<file path="config.mk">
export PLATFORM = sky130hd
export DESIGN_NAME = tiled_texture_decoder
export DESIGN_NICKNAME = d
export VERILOG_FILES = /design/src/hdl/ttd_pkg.sv /design/src/hdl/ttd_front.sv /design/src/hdl/ttd_queue.sv /design/src/hdl/ttd_back.sv /design/src/hdl/tiled_texture_decoder.sv
export SDC_FILE = /design/constraint.sdc
export NUM_CORES = 1
export LEC_CHECK = 0
export ABC_AREA = 1
export BUFFER_PORTS_ARGS = -buffer_cell sky130_fd_sc_hd__buf_4
export CELL_PAD_IN_SITES_DETAIL_PLACEMENT = 2
export CELL_PAD_IN_SITES_GLOBAL_PLACEMENT = 2
export CORE_UTILIZATION = 40
export DETAILED_ROUTE_END_ITERATION = 8
export GPL_ROUTABILITY_DRIVEN = 0
export PLACE_DENSITY_LB_ADDON = 0.25
export SLEW_MARGIN = 20
export SYNTH_ARGS = -nofsm -noshare
export SYNTH_HDL_FRONTEND = slang
export SYNTH_SLANG_ARGS = --single-unit
</file>
<file path="constraint.sdc">
create_clock -name clk -period 13.85 [get_ports clk]
set_input_delay 3.4625 -clock clk [delete_from_list [all_inputs] [get_ports clk]]
set_output_delay 3.4625 -clock clk [all_outputs]
set_load 0.03 [all_outputs]
</file>
<file path="src/hdl/ttd_pkg.sv">
package ttd_pkg;

  localparam int MAX_DIM = 1024;
  localparam int DIM_W = 11;
  localparam int QDEPTH = 2;

  typedef enum logic [2:0] {
    FMT_I4     = 3'd0,
    FMT_I8     = 3'd1,
    FMT_IA4    = 3'd2,
    FMT_IA8    = 3'd3,
    FMT_RGB565 = 3'd4,
    FMT_RGB5A3 = 3'd5,
    FMT_RGBA8  = 3'd6,
    FMT_CMPR   = 3'd7
  } fmt_t;

  localparam logic [1:0] REG_FORMAT = 2'd0;
  localparam logic [1:0] REG_WIDTH  = 2'd1;
  localparam logic [1:0] REG_HEIGHT = 2'd2;

  // One classified word, as handed from the front part to the back part.
  typedef struct packed {
    logic [63:0]      word;
    logic [63:0]      ar;
    fmt_t             fmt;
    logic [2:0]       k;
    logic [DIM_W-1:0] ox;
    logic [DIM_W-1:0] oy;
    logic             last_img;
  } job_t;

  function automatic logic [7:0] expand5(input logic [4:0] v);
    return {v, v[4:2]};
  endfunction

  function automatic logic [7:0] expand6(input logic [5:0] v);
    return {v, v[5:4]};
  endfunction

  function automatic logic [7:0] expand4(input logic [3:0] v);
    return {v, v};
  endfunction

  function automatic logic [7:0] expand3(input logic [2:0] v);
    return {v, v, v[2:1]};
  endfunction

  function automatic logic [31:0] from565(input logic [15:0] v);
    return {expand5(v[15:11]), expand6(v[10:5]), expand5(v[4:0]), 8'hFF};
  endfunction

  function automatic logic [31:0] from5a3(input logic [15:0] v);
    logic [31:0] c;
    if (v[15]) begin
      c = {expand5(v[14:10]), expand5(v[9:5]), expand5(v[4:0]), 8'hFF};
    end else begin
      c = {expand4(v[11:8]), expand4(v[7:4]), expand4(v[3:0]), expand3(v[14:12])};
    end
    return c;
  endfunction

  function automatic logic [7:0] blend38(input logic [7:0] a, input logic [7:0] b);
    logic [10:0] s;
    s = ({3'b0, a} << 1) + {3'b0, a} + ({3'b0, b} << 2) + {3'b0, b};
    return s[10:3];
  endfunction

  function automatic logic [7:0] mid(input logic [7:0] a, input logic [7:0] b);
    logic [8:0] s;
    s = {1'b0, a} + {1'b0, b};
    return s[8:1];
  endfunction

endpackage

</file>
<file path="src/hdl/ttd_front.sv">
module ttd_front
  import ttd_pkg::*;
(
  input  logic             clk,
  input  logic             rst_n,
  input  logic             in_valid,
  output logic             in_stall,
  input  logic [63:0]      in_data_word,
  input  fmt_t             fmt,
  input  logic [DIM_W-1:0] wd,
  input  logic [DIM_W-1:0] ht,
  input  logic             restart,
  input  logic             q_full,
  output logic             q_push,
  output job_t             q_job
);

  logic [DIM_W-1:0] ox_r, ox_nxt, oy_r, oy_nxt;
  logic [2:0]       k_r, k_nxt, k;
  logic [63:0]      ar_r [4];
  logic [3:0]       tw, th, nwords;
  logic             last_word, accept, ar_word;
  logic [DIM_W:0]   ex, ey;

  always_comb begin
    tw = (fmt == FMT_IA8 || fmt == FMT_RGB565 || fmt == FMT_RGB5A3 ||
          fmt == FMT_RGBA8) ? 4'd4 : 4'd8;
    th = (fmt == FMT_I4 || fmt == FMT_CMPR) ? 4'd8 : 4'd4;
    nwords = (fmt == FMT_RGBA8) ? 4'd8 : 4'd4;
    k = ({1'b0, k_r} >= nwords) ? 3'd0 : k_r;
    last_word = ({1'b0, k} == nwords - 4'd1);
    ex = {1'b0, ox_r} + {{(DIM_W-3){1'b0}}, tw};
    ey = {1'b0, oy_r} + {{(DIM_W-3){1'b0}}, th};
  end

  assign in_stall = q_full;
  assign accept = in_valid && !q_full;
  assign ar_word = (fmt == FMT_RGBA8) && !k[2];
  // Alpha-red words of an RGBA8 tile give no texels and stay out of the queue.
  assign q_push = accept && !ar_word;

  always_comb begin
    q_job.word = in_data_word;
    q_job.ar = ar_r[k[1:0]];
    q_job.fmt = fmt;
    q_job.k = k;
    q_job.ox = ox_r;
    q_job.oy = oy_r;
    q_job.last_img = last_word && (ex >= {1'b0, wd}) && (ey >= {1'b0, ht});
  end

  always_comb begin
    ox_nxt = ox_r;
    oy_nxt = oy_r;
    k_nxt = k_r;
    if (restart) begin
      ox_nxt = '0;
      oy_nxt = '0;
      k_nxt = '0;
    end else if (accept) begin
      if (last_word) begin
        k_nxt = '0;
        if (ex >= {1'b0, wd}) begin
          ox_nxt = '0;
          oy_nxt = (ey >= {1'b0, ht}) ? '0 : ey[DIM_W-1:0];
        end else begin
          ox_nxt = ex[DIM_W-1:0];
        end
      end else begin
        k_nxt = k + 3'd1;
      end
    end
  end

  always_ff @(posedge clk) begin
    if (!rst_n) begin
      ox_r <= '0;
      oy_r <= '0;
      k_r <= '0;
    end else begin
      ox_r <= ox_nxt;
      oy_r <= oy_nxt;
      k_r <= k_nxt;
    end
  end

  always_ff @(posedge clk) begin
    if (accept && ar_word) begin
      ar_r[k[1:0]] <= in_data_word;
    end
  end

endmodule

</file>
<file path="src/hdl/ttd_queue.sv">
module ttd_queue
  import ttd_pkg::*;
(
  input  logic clk,
  input  logic rst_n,
  input  logic push,
  input  job_t push_job,
  output logic full,
  input  logic pop,
  output logic not_empty,
  output job_t head
);

  job_t         mem_r [QDEPTH];
  logic [$clog2(QDEPTH)-1:0] wp_r, rp_r;
  logic [$clog2(QDEPTH):0]   cnt_r;

  assign full = (cnt_r == QDEPTH[$clog2(QDEPTH):0]);
  assign not_empty = (cnt_r != '0);
  assign head = mem_r[rp_r];

  always_ff @(posedge clk) begin
    if (!rst_n) begin
      wp_r <= '0;
      rp_r <= '0;
      cnt_r <= '0;
    end else begin
      if (push) wp_r <= wp_r + 1'b1;
      if (pop) rp_r <= rp_r + 1'b1;
      if (push && !pop) cnt_r <= cnt_r + 1'b1;
      else if (pop && !push) cnt_r <= cnt_r - 1'b1;
    end
  end

  always_ff @(posedge clk) begin
    if (push) mem_r[wp_r] <= push_job;
  end

endmodule

</file>
<file path="src/hdl/ttd_back.sv">
module ttd_back
  import ttd_pkg::*;
(
  input  logic             clk,
  input  logic             rst_n,
  input  logic             q_valid,
  input  job_t             q_job,
  output logic             q_pop,
  input  logic [DIM_W-1:0] wd,
  input  logic [DIM_W-1:0] ht,
  output logic             out_valid,
  input  logic             out_stall,
  output logic [31:0]      out_texel_color,
  output logic [DIM_W-1:0] out_texel_x,
  output logic [DIM_W-1:0] out_texel_y,
  output logic             out_inside_res,
  output logic             out_last_of_item,
  output logic             out_last_of_image
);

  logic [3:0]  i_r;
  logic [3:0]  n;
  logic [31:0] col;
  logic [2:0]  dx, dy;
  logic [7:0]  b;
  logic [15:0] h, c0, c1;
  logic [31:0] p0, p1;
  logic [1:0]  sel;
  logic [7:0]  ar_a, ar_r8;
  logic [7:0]  gb_g, gb_b;
  logic        load, last;
  logic [DIM_W-1:0] x, y;

  always_comb begin
    case (q_job.fmt)
      FMT_I4, FMT_CMPR: n = 4'd15;
      FMT_I8, FMT_IA4:  n = 4'd7;
      default:          n = 4'd3;
    endcase
  end

  always_comb begin
    b = q_job.word[63 - 8*i_r[2:0] -: 8];
    h = q_job.word[63 - 16*i_r[1:0] -: 16];
    ar_a = q_job.ar[63 - 16*i_r[1:0] -: 8];
    ar_r8 = q_job.ar[55 - 16*i_r[1:0] -: 8];
    gb_g = h[15:8];
    gb_b = h[7:0];
    c0 = q_job.word[63:48];
    c1 = q_job.word[47:32];
    p0 = from565(c0);
    p1 = from565(c1);
    sel = q_job.word[31 - 2*i_r -: 2];
    col = '0;
    dx = '0;
    dy = '0;
    case (q_job.fmt)
      FMT_I4: begin
        b = q_job.word[63 - 8*i_r[3:1] -: 8];
        col = i_r[0] ? {4{expand4(b[3:0])}} : {4{expand4(b[7:4])}};
        dx = {i_r[2:1], i_r[0]};
        dy = {q_job.k[1:0], i_r[3]};
      end
      FMT_I8: begin
        col = {4{b}};
        dx = i_r[2:0];
        dy = q_job.k;
      end
      FMT_IA4: begin
        col = {{3{expand4(b[3:0])}}, expand4(b[7:4])};
        dx = i_r[2:0];
        dy = q_job.k;
      end
      FMT_IA8: begin
        col = {{3{h[7:0]}}, h[15:8]};
        dx = {1'b0, i_r[1:0]};
        dy = q_job.k;
      end
      FMT_RGB565: begin
        col = from565(h);
        dx = {1'b0, i_r[1:0]};
        dy = q_job.k;
      end
      FMT_RGB5A3: begin
        col = from5a3(h);
        dx = {1'b0, i_r[1:0]};
        dy = q_job.k;
      end
      FMT_RGBA8: begin
        col = {ar_r8, gb_g, gb_b, ar_a};
        dx = {1'b0, i_r[1:0]};
        dy = {1'b0, q_job.k[1:0]};
      end
      FMT_CMPR: begin
        case (sel)
          2'd0: col = p0;
          2'd1: col = p1;
          2'd2: col = (c0 > c1) ?
            {blend38(p1[31:24], p0[31:24]), blend38(p1[23:16], p0[23:16]),
             blend38(p1[15:8], p0[15:8]), 8'hFF} :
            {mid(p0[31:24], p1[31:24]), mid(p0[23:16], p1[23:16]),
             mid(p0[15:8], p1[15:8]), 8'hFF};
          default: col = (c0 > c1) ?
            {blend38(p0[31:24], p1[31:24]), blend38(p0[23:16], p1[23:16]),
             blend38(p0[15:8], p1[15:8]), 8'hFF} :
            {mid(p0[31:24], p1[31:24]), mid(p0[23:16], p1[23:16]),
             mid(p0[15:8], p1[15:8]), 8'h00};
        endcase
        dx = {q_job.k[0], i_r[1:0]};
        dy = {q_job.k[1], i_r[3:2]};
      end
      default: col = '0;
    endcase
    x = q_job.ox + {{(DIM_W-3){1'b0}}, dx};
    y = q_job.oy + {{(DIM_W-3){1'b0}}, dy};
    last = (i_r == n);
  end

  // The output register takes a texel whenever it is empty or being drained.
  assign load = q_valid && (!out_valid || !out_stall);
  assign q_pop = load && last;

  always_ff @(posedge clk) begin
    if (!rst_n) begin
      i_r <= '0;
      out_valid <= 1'b0;
    end else begin
      if (load) begin
        i_r <= last ? 4'd0 : i_r + 4'd1;
        out_valid <= 1'b1;
      end else if (!out_stall) begin
        out_valid <= 1'b0;
      end
    end
  end

  always_ff @(posedge clk) begin
    if (load) begin
      out_texel_color <= col;
      out_texel_x <= x;
      out_texel_y <= y;
      out_inside_res <= (x < wd) && (y < ht);
      out_last_of_item <= last;
      out_last_of_image <= last && q_job.last_img;
    end
  end

endmodule

</file>
<file path="src/hdl/tiled_texture_decoder.sv">
// Tiled texture decoder. Each request on the input channel is one big-endian
// 64-bit texture word; the block answers with 0, 4, 8 or 16 RGBA8 texels on
// the output channel, one per cycle while the output is not stalled, each with
// its padded coordinates, an inside flag, and end-of-word and end-of-image
// markers. The output channel sets the pace: a word yields 16 texels for I4
// and CMPR, 8 for I8 and IA4, 4 for the 16-bit formats and RGBA8 green-blue
// words, while RGBA8 alpha-red words are absorbed and yield none. A front
// part tracks the tile walk and stores alpha-red words, a two-entry queue
// holds classified words, and a back part expands them texel by texel into
// an output register. Registers sit at byte addresses 0 (format), 4 (width)
// and 8 (height); width and height are clamped to 1..1024, and a write to any
// of them restarts the walk at the first tile. Write registers only while idle.
module tiled_texture_decoder
  import ttd_pkg::*;
(
  input  logic             clk,
  input  logic             rst_n,
  input  logic             in_valid,
  output logic             in_stall,
  input  logic [63:0]      in_data_word,
  output logic             out_valid,
  input  logic             out_stall,
  output logic [31:0]      out_texel_color,
  output logic [DIM_W-1:0] out_texel_x,
  output logic [DIM_W-1:0] out_texel_y,
  output logic             out_inside_res,
  output logic             out_last_of_item,
  output logic             out_last_of_image,
  input  logic             cfg_psel,
  input  logic             cfg_penable,
  input  logic             cfg_pwrite,
  input  logic [3:0]       cfg_paddr,
  input  logic [31:0]      cfg_pwdata,
  output logic [31:0]      cfg_prdata,
  output logic             cfg_pready
);

  fmt_t             fmt_r;
  logic [DIM_W-1:0] w_r, h_r, wd, ht;
  logic             wr, restart;
  logic             q_full, q_push, q_pop, q_valid;
  job_t             push_job, head_job;

  assign cfg_pready = 1'b1;
  assign wr = cfg_psel && cfg_penable && cfg_pwrite;
  // A write to any of the three registers restarts the tile walk; a write to
  // an unused address is ignored.
  assign restart = wr && (cfg_paddr[3:2] == REG_FORMAT || cfg_paddr[3:2] == REG_WIDTH ||
                          cfg_paddr[3:2] == REG_HEIGHT);

  always_ff @(posedge clk) begin
    if (!rst_n) begin
      fmt_r <= FMT_I4;
      w_r <= 11'd1;
      h_r <= 11'd1;
    end else if (wr) begin
      case (cfg_paddr[3:2])
        REG_FORMAT: fmt_r <= fmt_t'(cfg_pwdata[2:0]);
        REG_WIDTH:  w_r <= cfg_pwdata[DIM_W-1:0];
        REG_HEIGHT: h_r <= cfg_pwdata[DIM_W-1:0];
        default: ;
      endcase
    end
  end

  always_comb begin
    case (cfg_paddr[3:2])
      REG_FORMAT: cfg_prdata = {29'd0, fmt_r};
      REG_WIDTH:  cfg_prdata = {21'd0, w_r};
      REG_HEIGHT: cfg_prdata = {21'd0, h_r};
      default:    cfg_prdata = '0;
    endcase
  end

  // Dimensions as used by the walk: zero acts as one, and anything above the
  // largest supported size acts as that size.
  always_comb begin
    wd = (w_r == '0) ? 11'd1 : (w_r > 11'(MAX_DIM)) ? 11'(MAX_DIM) : w_r;
    ht = (h_r == '0) ? 11'd1 : (h_r > 11'(MAX_DIM)) ? 11'(MAX_DIM) : h_r;
  end

  ttd_front u_front (
    .clk, .rst_n, .in_valid, .in_stall, .in_data_word,
    .fmt(fmt_r), .wd, .ht, .restart,
    .q_full, .q_push, .q_job(push_job)
  );

  ttd_queue u_queue (
    .clk, .rst_n, .push(q_push), .push_job, .full(q_full),
    .pop(q_pop), .not_empty(q_valid), .head(head_job)
  );

  ttd_back u_back (
    .clk, .rst_n, .q_valid, .q_job(head_job), .q_pop, .wd, .ht,
    .out_valid, .out_stall, .out_texel_color, .out_texel_x, .out_texel_y,
    .out_inside_res, .out_last_of_item, .out_last_of_image
  );

endmodule

</file>
==> run summary <==
OUTCOME
--------------------------------------------------------------------------------
Result of the run                                                   complete, no violations

CLOCKING
--------------------------------------------------------------------------------
CTS tree                                                                   built
Count of instances resized after the clock tree is built                       0
Insertion delay to the later sink of the worst-skew pair                 0.69 ns
CTS H-Tree Depth                                                               3
Clock Pin Slew Worst Setup and Hold Paths                                0.06 ns
Total clock buffers created by CTS                                            75
Cell at the root of the clock tree                                     clkbuf_16
Post-CTS Setup Repair Bufs                                                     0
Clk sink count                                                               675
Max Buffers Root-to-Sink                                                       3
CTS Hold Buffers Added                                                         0

FLOORPLAN
--------------------------------------------------------------------------------
Standard-cell rows                                                           112
Floorplan core area                                                   0.0936 mm²
Die footprint                                                         0.0959 mm²
Number of top-level design ports                                             199
Die Span X                                                                310 µm
Die Y-Extent                                                              310 µm
Initial standard-cell utilization of the core                              0.405

GLOBAL ROUTING
--------------------------------------------------------------------------------
Number of antenna violations at the first check in global routing              7
Wire length of the first global-routing pass                           228000 µm
Overflow after GRT                                                             0
GR Util All Layers                                                         0.323
Vias in the first global route                                             34492
Largest net degree at the start of global routing                            155

LAYOUT
--------------------------------------------------------------------------------
Number of nets in the finished design                                       4533
Area added between synthesis and finish                                    12.1%
End-of-flow core utilization                                               0.453
Filler Cell Count                                                          10189
Layout cell share with drive strength beyond 1                            0.0945
Area taken by multi-input logic gates                                 0.0157 mm²
Fin area                                                              0.0424 mm²
Register area                                                         0.0197 mm²
Non-filler instance count after layout                                      5501

SETUP PATH
--------------------------------------------------------------------------------
Cells along the critical path                                       buf_4 -> inv_1 -> nor2_1 -> inv_1 -> o21ai_0 -> buf_4
Startpoint kind of the worst setup timing path                         input pin
Kind of end point of the critical path                              primary output
Cell class contributing the biggest share of worst-path delay       buffers and inverters
Max incr delay on CP                                                     0.27 ns
Worst-path cell with the longest stage delay                              nor2_1
Required time at the endpoint of the critical path                      10.39 ns
Arr. time, crit path                                                     4.52 ns
Critical path fanouts, max                                                     7
Worst Setup Path Type                                                     in2out
Buffers and inverters on the worst path                                        4

PLACE
--------------------------------------------------------------------------------
Placed cell area                                                      0.0401 mm²
Pre-CTS setup slack                                                      5.89 ns
Post-placement cell count                                                   5365
Count of input and output buffers                                            153
Final HPWL from detailed placement                                     107000 µm

STA
--------------------------------------------------------------------------------
RSZ-0062 raised after global routing                                       false
Final Critical Period                                                    7.98 ns
Setup Skew                                                             0.0479 ns
Setup violation total in the final timing report                               0
Slew HR                                                                    0.253
Setup total negative slack                                                  0 ns
Final Cycle Share                                                          0.576
Post-route worst setup slack                                             5.87 ns
Transition time at the pin with the least slew margin                    1.12 ns
Endpoints failing hold                                                         0
Maximum clock rate                                                       125 MHz
Pins Over Slew Limit                                                           0

RUN
--------------------------------------------------------------------------------
Max_cap viols                                                                  0

LOGIC SYNTHESIS
--------------------------------------------------------------------------------
Area share of the leading cell type in the synthesized netlist             0.491
Post-synthesis register bit count                                            675
Portion of the post-synthesis area used by sequential elements             0.520
Count of warnings emitted by yosys                                             0
Avg Inst Size Synth                                                     9.32 µm²
Leading cell types by total area after synthesis                    edfxtp_1 (49%), nand2_1 (9.2%), ha_1 (6.3%)
Most used flip-flop cell after synthesis                                edfxtp_1
Top post-synthesis cells by count                                   nand2_1 (930), edfxtp_1 (619), inv_1 (426)
Number of library cell types mapped by synthesis                              59
Post-synth EDFFs                                                             619
Cell count after synthesis                                                  4063
Yosys top cell by area                                                  edfxtp_1
Synth Cell Area                                                       0.0379 mm²
Post-synthesis async set-or-reset flop share                                   0
Cell with the most instances after synthesis                             nand2_1

ROUTING
--------------------------------------------------------------------------------
Number of DRC markers in iteration 0                                        2671
Number of design rule violations left after detail routing                     0
Number of vias after detailed routing                                      31799
Wire length after detailed routing                                     157000 µm
First drt pass iteration count                                                 5
Average via count per standard cell                                         5.78
ANT nets after route                                                           0
Average wire length per cell after detail routing                        28.5 µm

POWER
--------------------------------------------------------------------------------
Power Dens Cells                                                      158 mW/mm²
Leak pwr                                                                 17.5 nW
Worst voltage drop across the vdd grid                                  0.117 mV

WORST HOLD PATH
--------------------------------------------------------------------------------
Type of the worst min-delay path                                         reg2reg

-- registers in the layout, summed over array words and instances (netlist names), named ones only --
register and cells:
u_front.ox_r 9, u_queue.rp_r 1, u_front.ar_r 256, u_queue.wp_r 1, h_r 11, u_back.i_r 4
u_back.out_texel_color 32, u_queue.cnt_r 2, u_queue.mem_r 306, u_back.out_last_of_image 1, u_back.out_texel_y 11, u_back.out_last_of_item 1
u_back.out_valid 1, u_front.k_r 3, fmt_r 3, w_r 11, u_front.oy_r 9, u_back.out_inside_res 1
u_back.out_texel_x 11
-- cell type report --
class | instances | share of cell area
Multi-Input combinational cell | 2791 | 0.369
Antenna cell | 4 | 0.000236
Clock inverter | 37 | 0.00575
Clock buffer | 94 | 0.0478
Tap cell | 1254 | 0.0370
Inverter | 448 | 0.0398
Sequential cell | 675 | 0.464
Timing Repair Buffer | 198 | 0.0361
-- power by group --
| group | internal, W | switching (W) | total (W) |
|---|---|---|---|
| sequential | 0.00238 | 0.0000505 | 0.00243 |
| clock | 0.00104 | 0.000902 | 0.00195 |
| combinational | 0.000690 | 0.00165 | 0.00234 |
-- layout by cell type (no fill, tap or decap), types with 26 or more instances in the layout --
cell and instances:
inv_1 423, o211ai_1 29, xor2_1 69, nor2_1 352, o21ai_1 26, clkbuf_16 76, buf_4 195, fa_1 47
nand2_1 928, nand2_2 26, a21oi_1 184, o21ai_0 283, edfxtp_1 619, xnor2_1 34, ha_1 190, nand3_1 276
o22ai_1 90, nand4_1 46, dfxtp_1 53
-- stage by stage --
step                total power, W  hold slack [ns]
floorplan                  0.00396            0.448
global placement           0.00465            0.476
detailed placement         0.00476            0.486
CTS                        0.00671            0.504
global route               0.00702            0.514
finish                     0.00671            0.504
-- worst paths after layout --
path | startpoint | to | slack (ns) | depth (start not counted)
min reg2reg | u_front.ox_r[10]$_SDFFE_PP0P_ | u_queue.mem_r[1][22]$_DFFE_PP_ | 0.50 | 0
max reg2reg | register | u_back.out_texel_color[31]$_DFFE_PP_ | 7.28 | 29
max | cfg_paddr[3] | cfg_prdata[9] | 5.87 | 6
min | u_front.ox_r[10]$_SDFFE_PP0P_ | u_queue.mem_r[1][22]$_DFFE_PP_ | 0.50 | 0
-- metal layers --
| metal | part of all wire | wire [µm] | GRT usage | up-vias |
|---|---|---|---|---|
| li1 | - | - | - | 14058 |
| met1 | 0.42 | 66400 | 0.412 | 16411 |
| met2 | 0.48 | 75800 | 0.549 | 1037 |
| met3 | 0.053 | 8250 | 0.0454 | 291 |
| met4 | 0.041 | 6480 | 0.131 | 2 |
| met5 | 0.000083 | 13 | 0 | - |
-- logic make-up (layout without fill, tap and decap cells) --
kind of cell / count (synthesis) / in the layout / synth area share
AO/OA/AOI/OAI: 709 / 709 / 0.107
adder cells (fa/ha/maj): 237 / 237 / 0.0876
AND/OR/NAND/NOR: 1709 / 1709 / 0.189
XOR/XNOR: 103 / 103 / 0.0238
buffers and inverters: 619 / 777 / 0.0698
multiplexers: 9 / 9 / 0.00238
other: 2 / 28 / 0.000198
flip-flops: 675 / 675 / 0.520
(Power assumes the default switching activity.)
